### src/rtl/sec_pkg.sv
package sec_pkg;

    // pixel and field widths
    localparam int PIX_W     = 8;
    localparam int CFG_W     = 11;
    localparam int ROW_OUT_W = 12;
    localparam int COL_OUT_W = 10;

    // apb port
    localparam int APB_ADDR_W = 4;
    localparam int APB_DATA_W = 32;
    localparam int REG_LSB    = 2;

    typedef enum logic [1:0] {
        REG_FRAME_WIDTH    = 2'd0,
        REG_LOW_THRESHOLD  = 2'd1,
        REG_HIGH_THRESHOLD = 2'd2,
        REG_MID_THRESHOLD  = 2'd3
    } t_reg_idx;

    localparam logic [CFG_W-1:0] FRAME_WIDTH_RST    = 11'd640;
    localparam logic [CFG_W-1:0] LOW_THRESHOLD_RST  = 11'd100;
    localparam logic [CFG_W-1:0] HIGH_THRESHOLD_RST = 11'd250;
    localparam logic [CFG_W-1:0] MID_THRESHOLD_RST  = 11'd150;

    localparam int MIN_WIDTH = 3;

    // grey = floor(sum / 3) as (sum * 683) >> 11, exact for sum <= 765
    localparam int SUM_W       = 10;
    localparam int GREY_PROD_W = 20;
    localparam int GREY_SHIFT  = 11;
    localparam logic [SUM_W-1:0] GREY_RECIP = 10'd683;

    // gradient arithmetic
    localparam int GRAD_W   = 11;
    localparam int ABS_W    = 10;
    localparam int SQ_W     = 20;
    localparam int MAG_W    = 21;
    localparam int THR_SQ_W = 22;

    // slope compare in 24 fraction bits
    localparam int TAN_FRAC  = 24;
    localparam int TAN_LO_W  = 23;
    localparam int TAN_HI_W  = 26;
    localparam int PROD_LO_W = ABS_W + TAN_LO_W;
    localparam int PROD_HI_W = ABS_W + TAN_HI_W;
    localparam logic [TAN_LO_W-1:0] TAN_LOW_Q24  = 23'd6949350;
    localparam logic [TAN_HI_W-1:0] TAN_HIGH_Q24 = 26'd40503782;

    typedef enum logic [1:0] {
        EDGE_NONE   = 2'd0,
        EDGE_WEAK   = 2'd1,
        EDGE_STRONG = 2'd2
    } t_edge_class;

    // output queue
    localparam int FIFO_DEPTH = 8;
    localparam int FIFO_PTR_W = 3;
    localparam int FIFO_CNT_W = 4;

    // window indexed [row][column], row 0 oldest line, column 0 leftmost
    typedef logic [2:0][2:0][PIX_W-1:0] t_window;

    typedef struct packed {
        logic [PIX_W-1:0] red;
        logic [PIX_W-1:0] green;
        logic [PIX_W-1:0] blue;
        logic             frame_start;
    } t_in_word;

    typedef struct packed {
        logic [ROW_OUT_W-1:0] center_row;
        logic [COL_OUT_W-1:0] center_column;
        t_edge_class          edge_class;
        logic                 mid_edge;
        logic                 neighbor_brighter;
    } t_out_word;

    typedef struct packed {
        logic [CFG_W-1:0]    frame_width;
        logic [THR_SQ_W-1:0] low_sq;
        logic [THR_SQ_W-1:0] mid_sq;
        logic [THR_SQ_W-1:0] high_sq;
    } t_cfg;

    typedef struct packed {
        logic                 valid;
        logic [ROW_OUT_W-1:0] row;
        logic [COL_OUT_W-1:0] col;
        logic                 interior;
    } t_meta;

endpackage

### src/rtl/sec_out_fifo.sv
module sec_out_fifo (
    input  logic               i_clk,
    input  logic               i_rst_n,
    input  logic               i_push,
    input  sec_pkg::t_out_word i_word,
    input  logic               i_pop,
    output logic               o_valid,
    output sec_pkg::t_out_word o_word
);

    sec_pkg::t_out_word              r_mem [sec_pkg::FIFO_DEPTH];
    logic [sec_pkg::FIFO_PTR_W-1:0]  r_wr_ptr;
    logic [sec_pkg::FIFO_PTR_W-1:0]  r_rd_ptr;
    logic [sec_pkg::FIFO_CNT_W-1:0]  r_count;

    always_ff @(posedge i_clk) begin
        if (!i_rst_n) begin
            r_wr_ptr <= '0;
            r_rd_ptr <= '0;
            r_count  <= '0;
        end else begin
            if (i_push) begin
                r_wr_ptr <= r_wr_ptr + 1'b1;
            end
            if (i_pop) begin
                r_rd_ptr <= r_rd_ptr + 1'b1;
            end
            r_count <= r_count + sec_pkg::FIFO_CNT_W'(i_push) - sec_pkg::FIFO_CNT_W'(i_pop);
        end
    end

    always_ff @(posedge i_clk) begin
        if (i_push) begin
            r_mem[r_wr_ptr] <= i_word;
        end
    end

    assign o_valid = (r_count != '0);
    assign o_word  = r_mem[r_rd_ptr];

endmodule

### config.mk
export PLATFORM = sky130hd
export DESIGN_NAME = sec_out_fifo
export DESIGN_NICKNAME = d
export VERILOG_FILES = /design/src/rtl/sec_pkg.sv /design/src/rtl/sec_out_fifo.sv
export SDC_FILE = /design/constraint.sdc
export NUM_CORES = 1
export LEC_CHECK = 0
export BUFFER_PORTS_ARGS = -buffer_cell sky130_fd_sc_hd__buf_2
export CAP_MARGIN = 20
export CELL_PAD_IN_SITES_DETAIL_PLACEMENT = 1
export CELL_PAD_IN_SITES_GLOBAL_PLACEMENT = 1
export CORE_MARGIN = 1
export CORE_UTILIZATION = 48
export DETAILED_ROUTE_END_ITERATION = 8
export GPL_TIMING_DRIVEN = 0
export PLACE_DENSITY_LB_ADDON = 0.1
export SLEW_MARGIN = 10
export SYNTH_ARGS = -nofsm -noshare
export SYNTH_HDL_FRONTEND = slang
export SYNTH_SLANG_ARGS = --single-unit
### constraint.sdc
create_clock -name i_clk -period 2.6 [get_ports i_clk]
set_input_delay 0.26 -clock i_clk [delete_from_list [all_inputs] [get_ports i_clk]]
set_output_delay 0.26 -clock i_clk [all_outputs]
set_load 0.02 [all_outputs]
; Yosys cells after proc, flatten, opt, wreduce, memory -nomap -nowiden
; Memory sizes are Yosys's and may differ from the RTL's. A register that Yosys moved wholly into a read port is not among the register bits.
; Index checks and enable logic that the tools add are counted.
[word_totals]
reg_bits = 10
latchBits = 0
ramBits = 208
romBits = 0
in_bits = 30
out_inout_bits = 27
elab_cells = 13
memories = 1
[memory_table]
columns = memory, words, word_bits, read_ports, rd_ports_with_merged_regs, write_ports, line_no
row1 = r_mem, 8, 26, 1, 1, 1, sec_out_fifo.sv:11  ; sec_pkg::t_out_word r_mem [sec_pkg::FIFO_DEPTH];
[op_classes]
n_addsub = 4
mul = 0
n_div = 0
order_cmp = 0
n_eq_ne = 0
shift = 0
n_mux = 4
n_bitwise = 0
n_reduce_logical = 1
[ops]
columns = operator, n
row1 = "3-bit by 1-bit adder with 3-bit output, second input constant", 2
row2 = 3-bit 2-to-1 mux, 2
row3 = 4-bit by 1-bit adder with 4-bit output, 1
row4 = 4-bit nonzero test, 1
row5 = 4-bit by 1-bit subtractor with 4-bit output, 1
row6 = 1-bit 2-to-1 mux, 2

; Depth between registers and ports, before layout
[logic_depth]
depth_word = 3
mapped_depth = 8
mapped_depth_nobuf = 8

; Worst setup path after synthesis
; OpenSTA, ideal clock, no wires.
[synth_timing]
path_kind = reg2reg
start = register r_wr_ptr[2] (netlist name)
end = memory r_mem[0][0] (netlist name), enable pin
setup_time_ps = 442
arrival_time_ps = 2299
required_ps = 2158
setup_slack_ps = -141
stages_incl_launch_ff = 3
path_buffers = 0
synth_period_minus_slack_ps = 2741
cell_sequence = dfxtp_1 -> nand2b_1 -> nor3_1
[synth_rtl]
columns = element, line_no
row1 = start: declaration, sec_out_fifo.sv:12  ; logic [sec_pkg::FIFO_PTR_W-1:0] r_wr_ptr;
row2 = start signal: assignment, sec_out_fifo.sv:23  ; r_wr_ptr <= r_wr_ptr + 1'b1;
row3 = end: declaration, sec_out_fifo.sv:11
; No word-level cell before the write port.

==> impl_results.md <==
* Wire per inst at around 24 microns
* Kind of critical path: flop to output pin
* Warnings from Yosys at 0
* Simple-Gate Fraction of Synth Area at around 1.7%
* Worst setup EP type: output pin
* CTS max path bufs at 3
* Average cell area after synthesis at 23.4 sq um
* CP startpoint kind: flop
* Detailed Routing Iterations Pass 1 at 4
* Final wirelength at 16.6 mm
* Post-synthesis compound-gate area fraction at less than 1%
* Later-pin clock latency in the skew report at ~0.50 ns
* Pin count of the biggest net entering global routing at 22
* Largest family of logic cells by synthesized area: multiplexers
* Port-buffer cells at 56
* Final min period at around 2.5 ns
* Hold endpoint: r_mem[4][6]
* Commonest non-fill, non-tap cell in the layout: edfxtp_1
* Setup violators final at 0
* Die area at approximately 18,000 sq um
* Final Max Tran Viols at 0
* Initial cell density of the core at 49.4%
* CTS Sinks at around 220
* WHS Path Cells at 1
* Slowest stage delay, CP at 0.43 ns
* Status: complete, no violations
* Most used cell along the critical path: buf_2
* H-tree level count at 1
* Hold Vio Cnt, Final at 0
* Grt total ovfl at 0
* Sequential area share after synthesis at 75.5%
* FMAX at between 0.4 and 0.5 GHz
* Antenna-violating nets left at 0
* Nets at approximately 500
* CTS tree: done
* Worst hold slack at approximately 0.027 ns
* Register bit total from synthesis at around 220
* Placed cell count at about 660
* Fill count at ~1,500
* Power per cell area at approximately 770 nW/um^2
* FP Rows at 48
* Vias per std cell at approximately 5.5
* RSZ-0062 raised after global routing: no
* Syn_nets at approximately 410
* CP Data Required Time at 2.34 ns
* Reg2Reg Depth at 3
* Initial antenna violation count at 1
* Crit Path Max Fanout at 10
* Final Instance Count excl. Fillers at 700
* Die width at between 100 and 150 microns
* Crit-path cells: clkbuf_1 > buf_2 > mux2_2 > buf_2
* Reg clk slew, reported paths at around 0.06 ns
* First-pass GRT wire length at between 20 and 30 mm
* Slew margin rel. at between 40% and 50%
* Via Count at around 3,900
* HP Start: i_word[6]
* Post-synthesis xor/xnor area fraction at less than 1%
* Max cap viols at 0
* Cell area after technology mapping at between 8000 and 9000 sq um
* Num CTS Buffers at 24
* Area share of fa/ha/maj cells after synthesis at ~1.2%
* Skew final at around 0.011 ns
* Most frequent cells in the layout: edfxtp_1, buf_2, mux4_1
* Synthesis-to-layout area growth at 18.0%
* Cell count after synthesis at between 300 and 400
* Height of the die at approximately 140 microns
* Worst VDD drop at ~0.56 mV
* Slew @ Worst Pin at around 0.86 ns
* Vias in the first global route at 4,274
* Setup Buffers After CTS at 0
* Gpl congestion at between 0.6 and 0.7
* Crit path arrival time at approximately 2.2 ns
* Detailed placement HPWL at roughly 10 mm
* Flop-to-flop setup slack at ~0.67 ns
* R2r startpoint: r_wr_ptr[2]
* Multiplexer share of the synthesized area at approximately 19%
* Min-Delay Path Class: input port to flop
* DRC Markers at 0
* Gr usage total at between 10% and 20%
* DRT iter0 DRCs at between 200 and 250
* Placeable Area at about 17,000 sq um
* Top-level I/O count at 57
* Leak pwr at around 3.4 nW
* FF-to-FF End: r_mem[4][24]
* CP max stage cell: clkbuf_1
* Layout cell share with drive strength beyond 1 at between 30% and 40%
* Clock Root Buffer: clkbuf_16
* Final Cycle Share at ~95%
* Yosys cell types at 23
## through the flow
| stage | setup slack (ns) | total power, mW | cell area (sq um) | TNS [ns] | util [%] |
|---|---|---|---|---|---|
| after floorplan | 0.532 | 4.64 | 8620 | 0 | - |
| after global placement | -0.778 | 4.87 | 9180 | -130.50 | 52.7 |
| after detailed placement | 0.183 | 4.93 | 9440 | 0 | 54.2 |
| after CTS | 0.0473 | 7.96 | 10200 | 0 | 58.3 |
| after global routing | 0.0127 | 8.12 | 10200 | 0 | 58.3 |
| final | 0.126 | 7.86 | 10200 | 0 | 58.3 |
## what timing repair did
action / CTS / global route
hold buffers: 0 / 0
endpoints found under the setup margin: 26 / 0
resized for setup: 11 / 0
## flip-flops by register name, summed over array words and instances (netlist names), named ones only
name	count
r_count	4
r_mem	208
r_rd_ptr	3
r_wr_ptr	3
## how the worst max path moves through the flow
stage / start / to / slack, ns / depth (start not counted)
2_1_floorplan: r_wr_ptr[0] / r_mem[1][0] / 0.53 / 2
3_3_place_gp: i_push / r_mem[5][11] / -0.78 / 3
3_5_place_dp: flop / o_word[8] / 0.18 / 5
4_1_cts: flop / o_word[24] / 0.05 / 4
5_1_grt: flop / o_word[8] / 0.01 / 4
6_report: flop / o_word[8] / 0.13 / 4
## routing by layer
layer / vias to the layer above / routed length [microns] / global-route usage (%)
li1: 1756 / - / -
met1: 2023 / 7070 / 24.7
met2: 87 / 8600 / 33.3
met3: 18 / 609 / 3.43
met4: 0 / 304 / 4.32
met5: - / 0 / 0
## cell families (layout without fill, tap and decap cells)
family | count (synthesis) | after routing
DFF | 221 | 221
muxes | 81 | 81
and+or+nand+nor | 28 | 28
AOI/OAI and AO/OA | 2 | 2
buffers and inverters | 23 | 129
adders and majority gates | 8 | 8
other | 0 | 1
xor gates and xnor gates | 5 | 5
## layout make-up
class	instances	area [sq um]	share of cell area (%)
Antenna cell	1	2.50	0.0246
Buffer	15	120	1.18
Clock buffer	34	659	6.49
Clock inverter	8	37.5	0.370
Inverter	7	26.3	0.259
Multi-Input combinational cell	124	2040	20.1
Sequential cell	221	6510	64.0
Tap cell	225	282	2.77
Timing Repair Buffer	65	483	4.75
## power breakdown
group | internal, mW | switching [mW] | leakage [nW] | total, mW
Sequential | 4.01 | 0.0390 | 2.00 | 4.05
Clock | 1.75 | 1.26 | 0.338 | 3.02
Combinational | 0.367 | 0.428 | 1.08 | 0.794
## critical path: cells and delay by family (launching register included)
| family | cells | cell delay (ns) |
|---|---|---|
| buffers and inverters | 3 | 1.01 |
| multiplexers | 1 | 0.40 |
| flip-flops | 1 | 0.31 |
## synth_stat cells, drive strengths merged
| master | instances | share of area (%) |
|---|---|---|
| a21o | 1 | 0.087 |
| a21oi | 1 | 0.058 |
| and2 | 7 | 0.51 |
| buf | 8 | 0.87 |
| clkbuf | 8 | 0.35 |
| dfxtp | 13 | 3.0 |
| edfxtp | 208 | 73 |
| fa | 1 | 0.23 |
| ha | 7 | 1.0 |
| inv | 7 | 0.31 |
| mux2 | 26 | 3.4 |
| mux2i | 3 | 0.35 |
| mux4 | 52 | 16 |
| nand2 | 5 | 0.22 |
| nand2b | 4 | 0.29 |
| nand3 | 1 | 0.058 |
| nor2 | 6 | 0.26 |
| nor2b | 3 | 0.22 |
| nor3 | 2 | 0.12 |
| xnor2 | 3 | 0.31 |
| xor2 | 2 | 0.20 |
No activity file was read; power rests on OpenSTA's default activity.
