<file path="src/rtl/sec_pkg.sv">
package sec_pkg;

    // pixel and field widths
    localparam int PIX_W     = 8;
    localparam int CFG_W     = 11;
    localparam int ROW_OUT_W = 12;
    localparam int COL_OUT_W = 10;

    // apb port
    localparam int APB_ADDR_W = 4;
    localparam int APB_DATA_W = 32;
    localparam int REG_LSB    = 2;

    typedef enum logic [1:0] {
        REG_FRAME_WIDTH    = 2'd0,
        REG_LOW_THRESHOLD  = 2'd1,
        REG_HIGH_THRESHOLD = 2'd2,
        REG_MID_THRESHOLD  = 2'd3
    } t_reg_idx;

    localparam logic [CFG_W-1:0] FRAME_WIDTH_RST    = 11'd640;
    localparam logic [CFG_W-1:0] LOW_THRESHOLD_RST  = 11'd100;
    localparam logic [CFG_W-1:0] HIGH_THRESHOLD_RST = 11'd250;
    localparam logic [CFG_W-1:0] MID_THRESHOLD_RST  = 11'd150;

    localparam int MIN_WIDTH = 3;

    // grey = floor(sum / 3) as (sum * 683) >> 11, exact for sum <= 765
    localparam int SUM_W       = 10;
    localparam int GREY_PROD_W = 20;
    localparam int GREY_SHIFT  = 11;
    localparam logic [SUM_W-1:0] GREY_RECIP = 10'd683;

    // gradient arithmetic
    localparam int GRAD_W   = 11;
    localparam int ABS_W    = 10;
    localparam int SQ_W     = 20;
    localparam int MAG_W    = 21;
    localparam int THR_SQ_W = 22;

    // slope compare in 24 fraction bits
    localparam int TAN_FRAC  = 24;
    localparam int TAN_LO_W  = 23;
    localparam int TAN_HI_W  = 26;
    localparam int PROD_LO_W = ABS_W + TAN_LO_W;
    localparam int PROD_HI_W = ABS_W + TAN_HI_W;
    localparam logic [TAN_LO_W-1:0] TAN_LOW_Q24  = 23'd6949350;
    localparam logic [TAN_HI_W-1:0] TAN_HIGH_Q24 = 26'd40503782;

    typedef enum logic [1:0] {
        EDGE_NONE   = 2'd0,
        EDGE_WEAK   = 2'd1,
        EDGE_STRONG = 2'd2
    } t_edge_class;

    // output queue
    localparam int FIFO_DEPTH = 8;
    localparam int FIFO_PTR_W = 3;
    localparam int FIFO_CNT_W = 4;

    // window indexed [row][column], row 0 oldest line, column 0 leftmost
    typedef logic [2:0][2:0][PIX_W-1:0] t_window;

    typedef struct packed {
        logic [PIX_W-1:0] red;
        logic [PIX_W-1:0] green;
        logic [PIX_W-1:0] blue;
        logic             frame_start;
    } t_in_word;

    typedef struct packed {
        logic [ROW_OUT_W-1:0] center_row;
        logic [COL_OUT_W-1:0] center_column;
        t_edge_class          edge_class;
        logic                 mid_edge;
        logic                 neighbor_brighter;
    } t_out_word;

    typedef struct packed {
        logic [CFG_W-1:0]    frame_width;
        logic [THR_SQ_W-1:0] low_sq;
        logic [THR_SQ_W-1:0] mid_sq;
        logic [THR_SQ_W-1:0] high_sq;
    } t_cfg;

    typedef struct packed {
        logic                 valid;
        logic [ROW_OUT_W-1:0] row;
        logic [COL_OUT_W-1:0] col;
        logic                 interior;
    } t_meta;

endpackage

</file>
<file path="src/rtl/sec_cfg_regs.sv">
module sec_cfg_regs (
    input  logic                            i_clk,
    input  logic                            i_rst_n,
    input  logic                            psel,
    input  logic                            penable,
    input  logic                            pwrite,
    input  logic [sec_pkg::APB_ADDR_W-1:0]  paddr,
    input  logic [sec_pkg::APB_DATA_W-1:0]  pwdata,
    output logic [sec_pkg::APB_DATA_W-1:0]  prdata,
    output logic                            pready,
    output sec_pkg::t_cfg                   o_cfg
);

    logic [sec_pkg::CFG_W-1:0]    r_frame_width;
    logic [sec_pkg::CFG_W-1:0]    r_low;
    logic [sec_pkg::CFG_W-1:0]    r_high;
    logic [sec_pkg::CFG_W-1:0]    r_mid;
    logic [sec_pkg::THR_SQ_W-1:0] r_low_sq;
    logic [sec_pkg::THR_SQ_W-1:0] r_high_sq;
    logic [sec_pkg::THR_SQ_W-1:0] r_mid_sq;
    sec_pkg::t_reg_idx            reg_idx;
    logic                         wr_en;

    assign pready  = 1'b1;
    assign reg_idx = sec_pkg::t_reg_idx'(paddr[sec_pkg::REG_LSB +: 2]);
    assign wr_en   = psel && penable && pwrite;

    always_ff @(posedge i_clk) begin
        if (!i_rst_n) begin
            r_frame_width <= sec_pkg::FRAME_WIDTH_RST;
            r_low         <= sec_pkg::LOW_THRESHOLD_RST;
            r_high        <= sec_pkg::HIGH_THRESHOLD_RST;
            r_mid         <= sec_pkg::MID_THRESHOLD_RST;
        end else if (wr_en) begin
            unique case (reg_idx)
                sec_pkg::REG_FRAME_WIDTH:    r_frame_width <= pwdata[sec_pkg::CFG_W-1:0];
                sec_pkg::REG_LOW_THRESHOLD:  r_low         <= pwdata[sec_pkg::CFG_W-1:0];
                sec_pkg::REG_HIGH_THRESHOLD: r_high        <= pwdata[sec_pkg::CFG_W-1:0];
                sec_pkg::REG_MID_THRESHOLD:  r_mid         <= pwdata[sec_pkg::CFG_W-1:0];
                default: ;
            endcase
        end
    end

    // squared thresholds, used only deep in the pipe
    always_ff @(posedge i_clk) begin
        r_low_sq  <= sec_pkg::THR_SQ_W'(r_low)  * sec_pkg::THR_SQ_W'(r_low);
        r_high_sq <= sec_pkg::THR_SQ_W'(r_high) * sec_pkg::THR_SQ_W'(r_high);
        r_mid_sq  <= sec_pkg::THR_SQ_W'(r_mid)  * sec_pkg::THR_SQ_W'(r_mid);
    end

    always_comb begin
        unique case (reg_idx)
            sec_pkg::REG_FRAME_WIDTH:    prdata = sec_pkg::APB_DATA_W'(r_frame_width);
            sec_pkg::REG_LOW_THRESHOLD:  prdata = sec_pkg::APB_DATA_W'(r_low);
            sec_pkg::REG_HIGH_THRESHOLD: prdata = sec_pkg::APB_DATA_W'(r_high);
            sec_pkg::REG_MID_THRESHOLD:  prdata = sec_pkg::APB_DATA_W'(r_mid);
            default:                     prdata = '0;
        endcase
    end

    assign o_cfg.frame_width = r_frame_width;
    assign o_cfg.low_sq      = r_low_sq;
    assign o_cfg.mid_sq      = r_mid_sq;
    assign o_cfg.high_sq     = r_high_sq;

endmodule

</file>
<file path="config.mk">
export PLATFORM = sky130hd
export DESIGN_NAME = sec_cfg_regs
export DESIGN_NICKNAME = d
export VERILOG_FILES = /design/src/rtl/sec_pkg.sv /design/src/rtl/sec_cfg_regs.sv
export SDC_FILE = /design/constraint.sdc
export NUM_CORES = 1
export LEC_CHECK = 0
export ABC_CLOCK_PERIOD_IN_PS = 9700
export BUFFER_PORTS_ARGS = -buffer_cell sky130_fd_sc_hd__buf_2
export CAP_MARGIN = 10
export CORE_ASPECT_RATIO = 0.8
export CORE_MARGIN = 5
export CORE_UTILIZATION = 30
export DETAILED_ROUTE_END_ITERATION = 10
export HOLD_SLACK_MARGIN = 0.03
export SYNTH_ARGS = -nofsm -noshare
export SYNTH_HDL_FRONTEND = slang
export SYNTH_SLANG_ARGS = --single-unit
</file>
<file path="constraint.sdc">
create_clock -name i_clk -period 9.7 [get_ports i_clk]
set_input_delay 0 -clock i_clk [delete_from_list [all_inputs] [get_ports i_clk]]
set_output_delay 0 -clock i_clk [all_outputs]
set_load 0.01 [all_outputs]
</file>
Word-level counts from Yosys, hierarchy flattened
Cells that the tools add are included.
{"block": "word_totals", "inputBits": 41, "elab_cells": 21, "latchBits": 0, "mem_bits_ro": 0, "n_memories": 0, "out_inout_bits": 110, "ff_bits": 110, "mem_bits_rw": 0}
{"block": "classes", "n_mul": 3, "n_lt_le_gt_ge": 0, "div": 0, "add_sub_neg": 0, "eq_ne": 3, "muxes": 1, "shifts": 0, "bitwise": 0, "reduce_logical": 7}
{"op": "$pmux W32 S4", "n": 1}
{"op": "$mul A11 B11 Y22", "n": 3}
{"op": "$reduce_and A2 Y1", "n": 4}
{"op": "$eq A2 B2 Y1 const B", "n": 2}
{"op": "$eq A2 B1 Y1 const B", "n": 1}
{"op": "$logic_and A1 B1 Y1", "n": 2}
{"op": "$logic_not A2 Y1", "n": 1}

Longest topological paths before layout
Gate-level depths: netlist of the first run.
{"block": "logic_depth", "depth_word": 3, "ltp_mapped": 22, "ltp_nobuf": 20}

Worst setup path after synthesis of the first run
OpenSTA, ideal clock, no wires.
{"block": "synth_timing", "path_kind": "flip-flop to flip-flop", "start": "register r_mid[5] in the netlist's numbering", "end": "register r_mid_sq[18] in the netlist's numbering", "setup_ns": 0.122, "slack_ns": 4.475, "path_stages_with_launch": 21, "n_path_buf": 1, "arrival_time_ns": 5.103, "t_required_ns": 9.578, "cell_sequence": "dfxtp_1 > clkbuf_1 > nand2_1 > fa_1 > inv_1 > fa_1 > inv_1 > fa_1 > inv_1 > fa_1 > inv_1 > fa_1 > inv_1 > ha_1 > a21o_1 > or3_4 > o211ai_2 > a21boi_2 > o41ai_4 > a21oi_2 > xor2_1"}
{"block": "synth_via", "elab_chain_len": 1}
{"item": "start, declared", "line_no": "sec_cfg_regs.sv:17", "source": "logic [sec_pkg::CFG_W-1:0] r_mid;"}
{"item": "start signal, assigned", "line_no": "sec_cfg_regs.sv:33", "source": "r_mid <= sec_pkg::MID_THRESHOLD_RST;"}
{"item": "start signal, assigned", "line_no": "sec_cfg_regs.sv:39", "source": "sec_pkg::REG_MID_THRESHOLD: r_mid <= pwdata[sec_pkg::CFG_W-1:0];"}
{"item": "$mul A11 B11 Y22", "line_no": "sec_cfg_regs.sv:49", "source": "r_mid_sq <= sec_pkg::THR_SQ_W'(r_mid) * sec_pkg::THR_SQ_W'(r_mid);"}
{"item": "end signal, assigned", "line_no": "sec_cfg_regs.sv:49"}
{"item": "end, declared", "line_no": "sec_cfg_regs.sv:20", "source": "logic [sec_pkg::THR_SQ_W-1:0] r_mid_sq;"}
No other way between the ends.
A chain may end at the register's enable or synchronous reset.

Final worst setup path of the first run
{"block": "layout_timing", "start": "register r_mid[5] in the netlist's numbering", "end": "register r_mid_sq[20] in the netlist's numbering"}
The elaborated chain is that of the path after synthesis.

==> metrics.yaml, run 1 <==
job:
  cap_violations: 0
sta:
  hold_viol: 0
  fin_skew_ns: 0.0265
  setup-violations-final: 0
  worst_pin_slew_ns: 0.951
  fin_tns_setup_ns: 0
  rsz0062_at_grt: "no"
  min_period_over_period: 0.592
  slew_headroom: 0.364
  hold_slack_ns: 0.0896
  clock.fmax_mhz: 174
  slew_viol_final: 0
  post-route-min-period_ns: 5.74
clock_tree:
  root_buffer: "clkbuf_16"
  cts.sinks: 107
  cts_buffers: 9
  cts-htree-levels: 3
  cts_setup_buffers: 0
  cts.path.max_buffers: 2
  cts.repair.resized: 0
  clk-insertion-delay-late_ns: 0.40
  clk_pin_slew_ns: 0.10
  cts_tree: "done"
hold_path:
  whs_path_depth: 5
  hold_class: "in2reg"
  hold_end: "r_frame_width[8]"
  min_from: "penable"
global_routing:
  grt_pass1_wl_mm: 50.0
  grt_usage: 0.128
  grt_max_degree: 45
  grt_pass1_vias: 9786
  antenna_found_initial: 1
  overflow: 0
routing:
  vias_per_cell: 4.51
  vias: 9605
  wl_per_cell_microns: 14.0
  firstDrtPassIters: 5
  wl_met3_mm: 1.67
  top_layer: "met5"
  routed_wl_mm: 29.9
  route.met2.wl_mm: 13.6
  drc: 0
  postRouteAntennaNets: 0
  detailedRoute.firstIterationViolations: 423
  wl_met1_mm: 14.1
floorplan:
  fp.dieH_microns: 198
  initial_core_util: 0.301
  rows: 69
  die_w_microns: 245
  io_pins: 151
  die_area_sq_um: 48600
  coreArea_sq_um: 44100
setup_path:
  cp-end-kind: "register"
  worstPathArrival_ns: 6.03
  cp_max_fo: 13
  rr_startpoint: "r_mid[5]"
  reg2regPathDepth: 19
  reg2reg_slack_ns: 3.96
  r2r_end: "r_mid_sq[20]"
  critPathKind: "reg2reg"
  worst_ep_required_time_ns: 9.98
  startpoint_type: "register"
pwr:
  p_leak_nw: 7.62
  power_mw: 1.57
  power.density_nw_per_um2: 107
  vdd.ir_drop.worst_mv: 0.0998
yosys:
  syn-cell-area_sq_um: 13300
  ys_warn_count: 0
  ys.flop_type: "dfxtp_1"
  synth-async-reset-ratio: 0
  ys_ff_latch: 107
  synth.distinct_cells: 57
  yosysSeqAreaShare: 0.161
  synth-edff-count: 0
  synth_area_per_cell_sq_um: 9.12
  synth_cells: 1456
placed_design:
  gp_congestion: 0.815
  hpwl_mm: 24.6
  dp.cells: 2102
  place_area_sq_um: 14200
  port_buffers: 102
final_layout:
  fin_area_sq_um: 14700
  drive_gt1_frac: 0.0950
  stdcell_count: 2130
  final_common_cell: "inv_1"
  nets: 1906
  area_delta_synth_final_pct: 10.4
  final_cell_mix: "inv_1, fa_1, nand2_1, ha_1, dfxtp_1"
  fillCellCount: 4598
status:
  status: "finished clean"
-- cell type report --
class                   instances  area, sq um  share of cell area
diodes                          1         2.50            0.000171
clock buffers                   9          225              0.0154
flip-flops and latches        107         2140               0.146
multi-input cells            1008         9760               0.666
well taps                     603          754              0.0515
clock inverters                 7         88.8             0.00606
repair buffers                114          628              0.0429
inverters                     281         1050              0.0720
-- cells in the mapped netlist, drive strengths merged, types with 6 or more instances --
cell,count,area (sq um)
dfxtp,107,2140
o21ai,22,110
clkbuf,55,206
nand3,30,150
nor3,8,40.0
fa,189,3780
mux4,11,248
nor2b,25,156
a31oi,6,37.5
xor2,25,219
and2,86,538
xnor2,41,359
a21o,18,135
o21bai,8,60.1
nor2,47,176
inv,281,1050
a211oi,8,72.6
buf,28,201
mux2i,13,130
ha,155,1940
nand4,7,43.8
a21oi,40,211
a21boi,25,191
o21a,6,45.0
nand2,169,634
-- worst max-delay path by stage --
stage	from	end	slack, ns	cells past startpoint
2_1_floorplan	r_mid[5]	r_mid_sq[18]	4.48	20
3_3_place_gp	r_mid[5]	r_mid_sq[20]	4.06	19
3_5_place_dp	r_mid[5]	r_mid_sq[20]	4.07	19
4_1_cts	r_low[4]	r_low_sq[21]	4.00	18
5_1_grt	r_low[6]	r_low_sq[21]	3.61	18
6_report	r_mid[5]	r_mid_sq[20]	3.96	19
-- cell families after synthesis --
group | share of synthesized area
simple gates | 0.142
other cells | 0.000566
compound gates | 0.0806
mux | 0.0302
flops | 0.161
fa+ha+maj | 0.431
buf+inv | 0.110
xor+xnor | 0.0435
-- power breakdown --
part | internal (mW) | switching (mW) | leakage [nW]
registers | 0.499 | 0.0212 | 0.874
clock network | 0.187 | 0.220 | 0.153
logic | 0.272 | 0.374 | 6.60
-- registers in the layout, summed over array words and instances, names as in the netlist --
signal         flops
r_high_sq         21
r_low_sq          21
r_low             11
r_mid_sq          21
r_high            11
r_mid             11
r_frame_width     11
-- per-stage QoR --
step,utilization,setup slack (ns)
finish,0.332,3.96
floorplan,-,4.48
global route,0.332,3.61
detailed placement,0.322,4.07
CTS,0.332,4.00
global placement,0.322,4.06
-- what timing repair did --
action | in CTS | in global routing
endpoints found under the hold margin | 44 | 0
endpoints found under the setup margin | 0 | 0
hold buffers | 11 | 0
-- worst max-delay path, stage by stage (launching register included) --
cell and delay, ns:
dfxtp_1 0.74, nand2_1 0.17, fa_1 0.55, inv_1 0.06
fa_1 0.50, inv_1 0.06, fa_1 0.52, inv_1 0.05
fa_1 0.47, inv_1 0.05, fa_1 0.47, inv_1 0.04
ha_1 0.34, a21o_1 0.22, or3_4 0.33, o211ai_2 0.22
a21boi_2 0.16, nor4_1 0.36, o21ai_0 0.18, xor2_1 0.16
-- routing by layer --
layer  track usage  vias to the layer above
li1              -                     4627
met1         0.179                     4744
met2         0.202                      205
met3        0.0252                       27
met4        0.0349                        2
met5       0.00980                        -
Power figures use the tool's default switching activity.
==> inputs of run 2 (changes only) <==
ABC_CLOCK_PERIOD_IN_PS = 4900   (was 9700)
clock period = 4.9 ns   (was 9.7 ns; I/O delays follow)
==> run 2 against run 1 <==
Compared with the run above: core utilization grew 2.8 points; via count grew 3.1%; setup slack lost 4.0 ns; critical path type unchanged; the flow now finishes with violations (setup timing); combinational power grew to 2.6 times the previous value; hold slack gained 0.0068 ns; critical endpoint is now r_mid_sq[18].
==> metrics.yaml, run 2 (same netlist as run 1, synthesis figures left out) <==
sta:
  setup_ws_ns: -0.0128  # was 3.96 ns
  rsz0062_at_grt: "yes"  # was no
  fin_skew_ns: 0.0170  # was 0.0265 ns
  slew_viol_final: 0  # unchanged
  slew_headroom: 0.145  # was 0.364
  clock.fmax_mhz: 204  # was 174 MHz
  setup-violations-final: 1  # was 0
  min_period_over_period: 1.00  # was 0.592
  worst_pin_slew_ns: 1.27  # was 0.951 ns
  hold_viol: 0  # unchanged
  post-route-min-period_ns: 4.91  # was 5.74 ns
  hold_slack_ns: 0.0963  # was 0.0896 ns
clock_tree:
  cts.sinks: 107  # unchanged
  root_buffer: "clkbuf_16"  # unchanged
  clk_pin_slew_ns: 0.09  # was 0.10 ns
  clk-insertion-delay-late_ns: 0.39  # was 0.40 ns
  cts_tree: "done"  # unchanged
  cts.path.max_buffers: 2  # unchanged
  cts-htree-levels: 3  # unchanged
  cts_buffers: 9  # unchanged
floorplan:
  coreArea_sq_um: 44100  # unchanged
  die_area_sq_um: 48600  # unchanged
  io_pins: 151  # unchanged
  initial_core_util: 0.301  # unchanged
  fp.dieH_microns: 198  # unchanged
  rows: 69  # unchanged
  die_w_microns: 245  # unchanged
setup_path:
  worstPathArrival_ns: 5.18  # was 6.03 ns
  path_buf_inv: 6  # was 5
  cp_max_fo: 4  # was 13
  worst_ep_required_time_ns: 5.17  # was 9.98 ns
  critPathKind: "reg2reg"  # unchanged
  startpoint_type: "register"  # unchanged
  cp-end-kind: "register"  # unchanged
  path_delay_family: "adder cells"  # unchanged
  cp_slowest_cell: "fa_1"  # was dfxtp_1
  critPathMaxStageDelay_ns: 0.55  # was 0.74 ns
  crit_path_cell_trace: "buf_4 > inv_2 > buf_4 > fa_1 > fa_1 > inv_2 > fa_1 > fa_1 > inv_1 > fa_1 > inv_2 > ha_4 > a21o_1 > or3_4 > o211ai_4 > a21boi_4 > o41ai_4 > a21oi_2 > xor2_1"  # was nand2_1 > fa_1 > inv_1 > fa_1 > inv_1 > fa_1 > inv_1 > fa_1 > inv_1 > fa_1 > inv_1 > ha_1 > a21o_1 > or3_4 > o211ai_2 > a21boi_2 > nor4_1 > o21ai_0 > xor2_1
  crit_path_frequent_cell: "fa_1"
final_layout:
  final_common_cell: "inv_1"  # unchanged
  fillCellCount: 4488  # was 4,598
  final_cell_mix: "inv_1, fa_1, nand2_1, ha_1, buf_2"  # was inv_1, fa_1, nand2_1, ha_1, dfxtp_1
  stdcell_count: 2232  # was 2,130
  final_util: 0.361  # was 0.332
  area_delta_synth_final_pct: 19.8  # was 10.4%
  fin_area_sq_um: 15900  # was 14,700 sq um
  reg_top3: "r_high_sq (21), r_low_sq (21), r_mid_sq (21)"  # unchanged
  multi_input_area_sq_um: 10200  # was 9760 sq um
  drive_gt1_frac: 0.214  # was 0.0950
  nets: 2005  # was 1,906
  seq_area_sq_um: 2190  # was 2140 sq um
placed_design:
  place_area_sq_um: 14900  # was 14,200 sq um
  hpwl_mm: 26.3  # was 24.6 mm
  dp.cells: 2190  # was 2,102
  port_buffers: 102  # unchanged
  gp_congestion: 0.859  # was 0.815
  preCtsSetupSlack_ns: -0.167  # was 4.07 ns
global_routing:
  grt_pass1_vias: 10341  # was 9,786
  grt_pass1_wl_mm: 52.1  # was 50.0 mm
  antenna_found_initial: 7  # was 1
  grt_max_degree: 45  # unchanged
  grt_usage: 0.132  # was 0.128
  overflow: 0  # unchanged
routing:
  firstDrtPassIters: 4  # was 5
  drc: 0  # unchanged
  vias_per_cell: 4.44  # was 4.51
  vias: 9906  # was 9,605
  detailedRoute.firstIterationViolations: 432  # was 423
  routed_wl_mm: 31.6  # was 29.9 mm
  postRouteAntennaNets: 0  # unchanged
  wl_per_cell_microns: 14.2  # was 14.0 microns
status:
  status: "complete, but fails checks"  # was finished clean
  violations: "setup timing"
pwr:
  power.density_nw_per_um2: 216  # was 107 nW/um^2
  vdd.ir_drop.worst_mv: 0.212  # was 0.0998 mV
  p_leak_nw: 8.16  # was 7.62 nW
hold_path:
  hold_class: "in2reg"  # unchanged
job:
  cap_violations: 0  # unchanged
==> run 2: changes by cell type in the layout (fill, tap and decap cells not counted), sizes merged <==
cell / before / now
clkbuf: 9 / 10
diode: 1 / 4
buf: 103 / 202
inv: 285 / 286
clkinv: 3 / 0
clkinvlp: 0 / 1
==> run 2: what timing repair did <==
| item | 4_1_cts | 5_1_grt |
|---|---|---|
| resized for setup | 33 | 111 |
| setup buffers | 0 | 11 |
| hold endpoints to repair | 44 | 0 |
| hold buffers | 11 | 0 |
| pin swaps | 7 | 49 |
| endpoints found under the setup margin | 14 | 24 |
==> run 2: worst paths after layout <==
kind | start | to | slack [ns] | cells after the start
worst max-delay path | r_mid[4] | r_mid_sq[18] | -0.01 | 19
worst min-delay path | i_rst_n | r_mid[1] | 0.1 | 2
worst max register to register | r_mid[4] | r_mid_sq[18] | -0.01 | 19
worst min register to register | r_frame_width[1] | r_frame_width[1] | 0.49 | 2
==> run 2: cell type report <==
type,count,share of cell area
multi-input cells,1008,0.641
flip-flops and latches,107,0.138
clock inverters,6,0.00338
clock buffers,10,0.0144
repair buffers,213,0.0888
diodes,4,0.000629
well taps,603,0.0474
inverters,281,0.0665
==> run 2: layer usage <==
| layer | vias to the layer above | share of wire | GRT usage |
|---|---|---|---|
| met5 | - | 0.0010 | 0 |
| met4 | 6 | 0.015 | 0.0297 |
| met3 | 31 | 0.054 | 0.0341 |
| met2 | 154 | 0.47 | 0.214 |
| met1 | 4883 | 0.46 | 0.178 |
| li1 | 4832 | - | - |
==> run 2: power breakdown <==
part	leakage (nW)	switching [mW]	total, mW	internal [mW]
registers	0.879	0.0322	1.02	0.984
clock network	0.136	0.404	0.762	0.358
logic	7.15	0.891	1.66	0.768
total	8.16	1.33	3.44	2.11
==> run 2: metrics by stage <==
step                      total power, mW  setup TNS, ns
after CTS                            3.30        -0.0378
after global routing                 3.70         -0.982
after floorplan                      1.99        -0.0391
final                                3.44        -0.0128
after global placement               2.46         -0.288
after detailed placement             2.48         -0.692
==> inputs of run 3 (changes only) <==
ABC_CLOCK_PERIOD_IN_PS = 4200   (was 4900)
CORE_UTILIZATION = 53   (was 30)
PLACE_DENSITY = 0.76   (was not set)
clock period = 4.2 ns   (was 4.9 ns; I/O delays follow)
==> run 3 against run 2 <==
Compared with the run above: highest routed layer is now met4; design area increased by 9.5%; first-iteration DRC count increased by 42%; largest power group unchanged; critical path depth unchanged; clock-buffer cell count decreased by 1; combinational power increased by 60%; sequential share of layout area decreased by 1.2 points; global-route usage increased by 11 points; the run still ends with setup timing left; largest cell class unchanged.
==> metrics.yaml, run 3 (same netlist as run 1, synthesis figures left out) <==
sta:
  clock.fmax_mhz: 198  # was 204 MHz
  setup-violations-final: 35  # was 1
  fin_skew_ns: 0.0119  # was 0.0170 ns
  fin_tns_setup_ns: -15.61  # was -0.0128 ns
  slew_headroom: 0.423  # was 0.145
  worst_pin_slew_ns: 0.862  # was 1.27 ns
  hold_slack_ns: 0.127  # was 0.0963 ns
  hold_viol: 0  # unchanged
  post-route-min-period_ns: 5.06  # was 4.91 ns
  setup_ws_ns: -0.860  # was -0.0128 ns
  slew_viol_final: 0  # unchanged
  min_period_over_period: 1.20  # was 1.00
  rsz0062_at_grt: "yes"  # unchanged
setup_path:
  critPathMaxStageDelay_ns: 0.55  # about the same
  worst_ep_required_time_ns: 4.46  # was 5.17 ns
  path_delay_family: "adder cells"  # unchanged
  reg2regPathDepth: 19  # unchanged
  critPathKind: "reg2reg"  # unchanged
  crit_path_frequent_cell: "fa_1"  # unchanged
  rr_startpoint: "r_mid[4]"  # unchanged
  crit_path_cell_trace: "nand2_4 > fa_1 > inv_2 > fa_1 > inv_1 > fa_1 > inv_1 > fa_1 > inv_1 > fa_1 > inv_2 > ha_4 > a21o_1 > or3_4 > o211ai_4 > a21boi_4 > o21ai_2 > a21oi_2 > o31a_1"  # was buf_4 > inv_2 > buf_4 > fa_1 > fa_1 > inv_2 > fa_1 > fa_1 > inv_1 > fa_1 > inv_2 > ha_4 > a21o_1 > or3_4 > o211ai_4 > a21boi_4 > o41ai_4 > a21oi_2 > xor2_1
  path_buf_inv: 5  # was 6
  cp-end-kind: "register"  # unchanged
  r2r_end: "r_mid_sq[16]"  # was r_mid_sq[18]
  cp_max_fo: 4  # unchanged
  cp_slowest_cell: "fa_1"  # unchanged
  startpoint_type: "register"  # unchanged
  worstPathArrival_ns: 5.32  # was 5.18 ns
  reg2reg_slack_ns: -0.86  # was -0.01 ns
final_layout:
  final_common_cell: "inv_1"  # unchanged
  stdcell_count: 2124  # was 2,232
  multi_input_area_sq_um: 10600  # was 10,200 sq um
  drive_gt1_frac: 0.331  # was 0.214
  reg_top3: "r_high_sq (21), r_low_sq (21), r_mid_sq (21)"  # unchanged
  fillCellCount: 1710  # was 4,488
  fin_area_sq_um: 17400  # was 15,900 sq um
  nets: 2185  # was 2,005
  seq_area_sq_um: 2190  # about the same
  area_delta_synth_final_pct: 31.2  # was 19.8%
  final_cell_mix: "inv_1, buf_4, fa_1, nand2_1, ha_1"  # was inv_1, fa_1, nand2_1, ha_1, buf_2
clock_tree:
  cts_buffers: 9  # unchanged
  clk_pin_slew_ns: 0.09  # about the same
  cts.path.max_buffers: 2  # unchanged
  cts_tree: "done"  # unchanged
  root_buffer: "clkbuf_16"  # unchanged
  clk-insertion-delay-late_ns: 0.37  # was 0.39 ns
  cts.sinks: 107  # unchanged
  cts-htree-levels: 3  # unchanged
global_routing:
  grt_pass1_vias: 11820  # was 10,341
  grt_pass1_wl_mm: 55.9  # was 52.1 mm
  grt_max_degree: 45  # unchanged
  grt.busiest_layer: "met2"  # unchanged
  antenna_found_initial: 0  # was 7
  grt_usage: 0.239  # was 0.132
  use_met1: 0.301  # was 0.178
  use_met2: 0.430  # was 0.214
  use_met3: 0.0344  # was 0.0341
  overflow: 0  # unchanged
placed_design:
  port_buffers: 102  # unchanged
  place_area_sq_um: 16000  # was 14,900 sq um
  hpwl_mm: 26.1  # was 26.3 mm
  dp.cells: 2069  # was 2,190
  gp_congestion: 0.891  # was 0.859
floorplan:
  rows: 51  # was 69
  die_w_microns: 187  # was 245 microns
  die_area_sq_um: 28300  # was 48,600 sq um
  initial_core_util: 0.542  # was 0.301
  fp.dieH_microns: 152  # was 198 microns
  io_pins: 151  # unchanged
  coreArea_sq_um: 24500  # was 44,100 sq um
hold_path:
  hold_end: "r_mid[7]"  # was r_mid[1]
  min_from: "i_rst_n"  # unchanged
  whs_path_depth: 2  # unchanged
  hold_class: "in2reg"  # unchanged
job:
  cap_violations: 0  # unchanged
pwr:
  power.density_nw_per_um2: 274  # was 216 nW/um^2
  vdd.ir_drop.worst_mv: 0.316  # was 0.212 mV
  power_mw: 4.78  # was 3.44 mW
  p_leak_nw: 9.22  # was 8.16 nW
routing:
  vias_per_cell: 5.22  # was 4.44
  routed_wl_mm: 34.7  # was 31.6 mm
  vias: 11090  # was 9,906
  drc: 0  # unchanged
  wl_per_cell_microns: 16.3  # was 14.2 microns
  firstDrtPassIters: 7  # was 4
  postRouteAntennaNets: 0  # unchanged
  detailedRoute.firstIterationViolations: 612  # was 432
status:
  violations: "setup timing"  # unchanged
  status: "complete, but fails checks"  # unchanged
==> run 3: cell types whose count changed in the layout (fill, tap and decap cells not counted), sizes merged <==
cell    before  now
clkinv       0    1
inv        286  285
diode        4    1
buf        202  382
clkbuf      10    9
bufinv       0    1
==> run 3: per-layer routing <==
metal	wire, microns	part of all wire
met1	14100	0.41
met2	17600	0.51
met3	1700	0.049
met4	1320	0.038
met5	0	0
==> run 3: how the worst max path moves through the flow <==
stage,slack [ns],endpoint,depth (start not counted),startpoint
finish,-0.86,r_mid_sq[16],19,r_mid[4]
global route,-0.94,r_mid_sq[18],21,r_mid[5]
CTS,-0.77,r_mid_sq[18],19,r_mid[4]
detailed placement,-0.81,r_mid_sq[16],19,r_mid[4]
global placement,-0.63,r_mid_sq[20],19,r_mid[4]
floorplan,-0.64,r_mid_sq[18],20,r_mid[5]
==> run 3: area by class of cell <==
class | instances | share of cell area
multi-input combinational | 1008 | 0.609
antenna | 1 | 0.000144
sequential | 107 | 0.126
tap | 318 | 0.0228
inverter | 281 | 0.0610
clock buffer | 9 | 0.0129
clock inverter | 7 | 0.00524
timing repair buffer | 393 | 0.163
==> run 3: report_power, final <==
group	leakage, nW	internal, mW	switching, mW	total (mW)
registers	0.878	1.15	0.0355	1.18
logic	8.19	1.34	1.31	2.65
clock network	0.152	0.480	0.469	0.949
==> run 3: through the flow <==
stage | utilization | worst slack, ns
final | 0.711 | -0.860
after global routing | 0.711 | -0.936
after global placement | 0.652 | -0.634
after floorplan | - | -0.641
after detailed placement | 0.652 | -0.812
after CTS | 0.695 | -0.774
==> run 3: what timing repair did <==
item	CTS	global route
buffers inserted	21	11
endpoints found under the hold margin	44	0
setup endpoints to repair	36	40
hold buffers	11	0
pin swaps	60	43
resized for setup	117	87
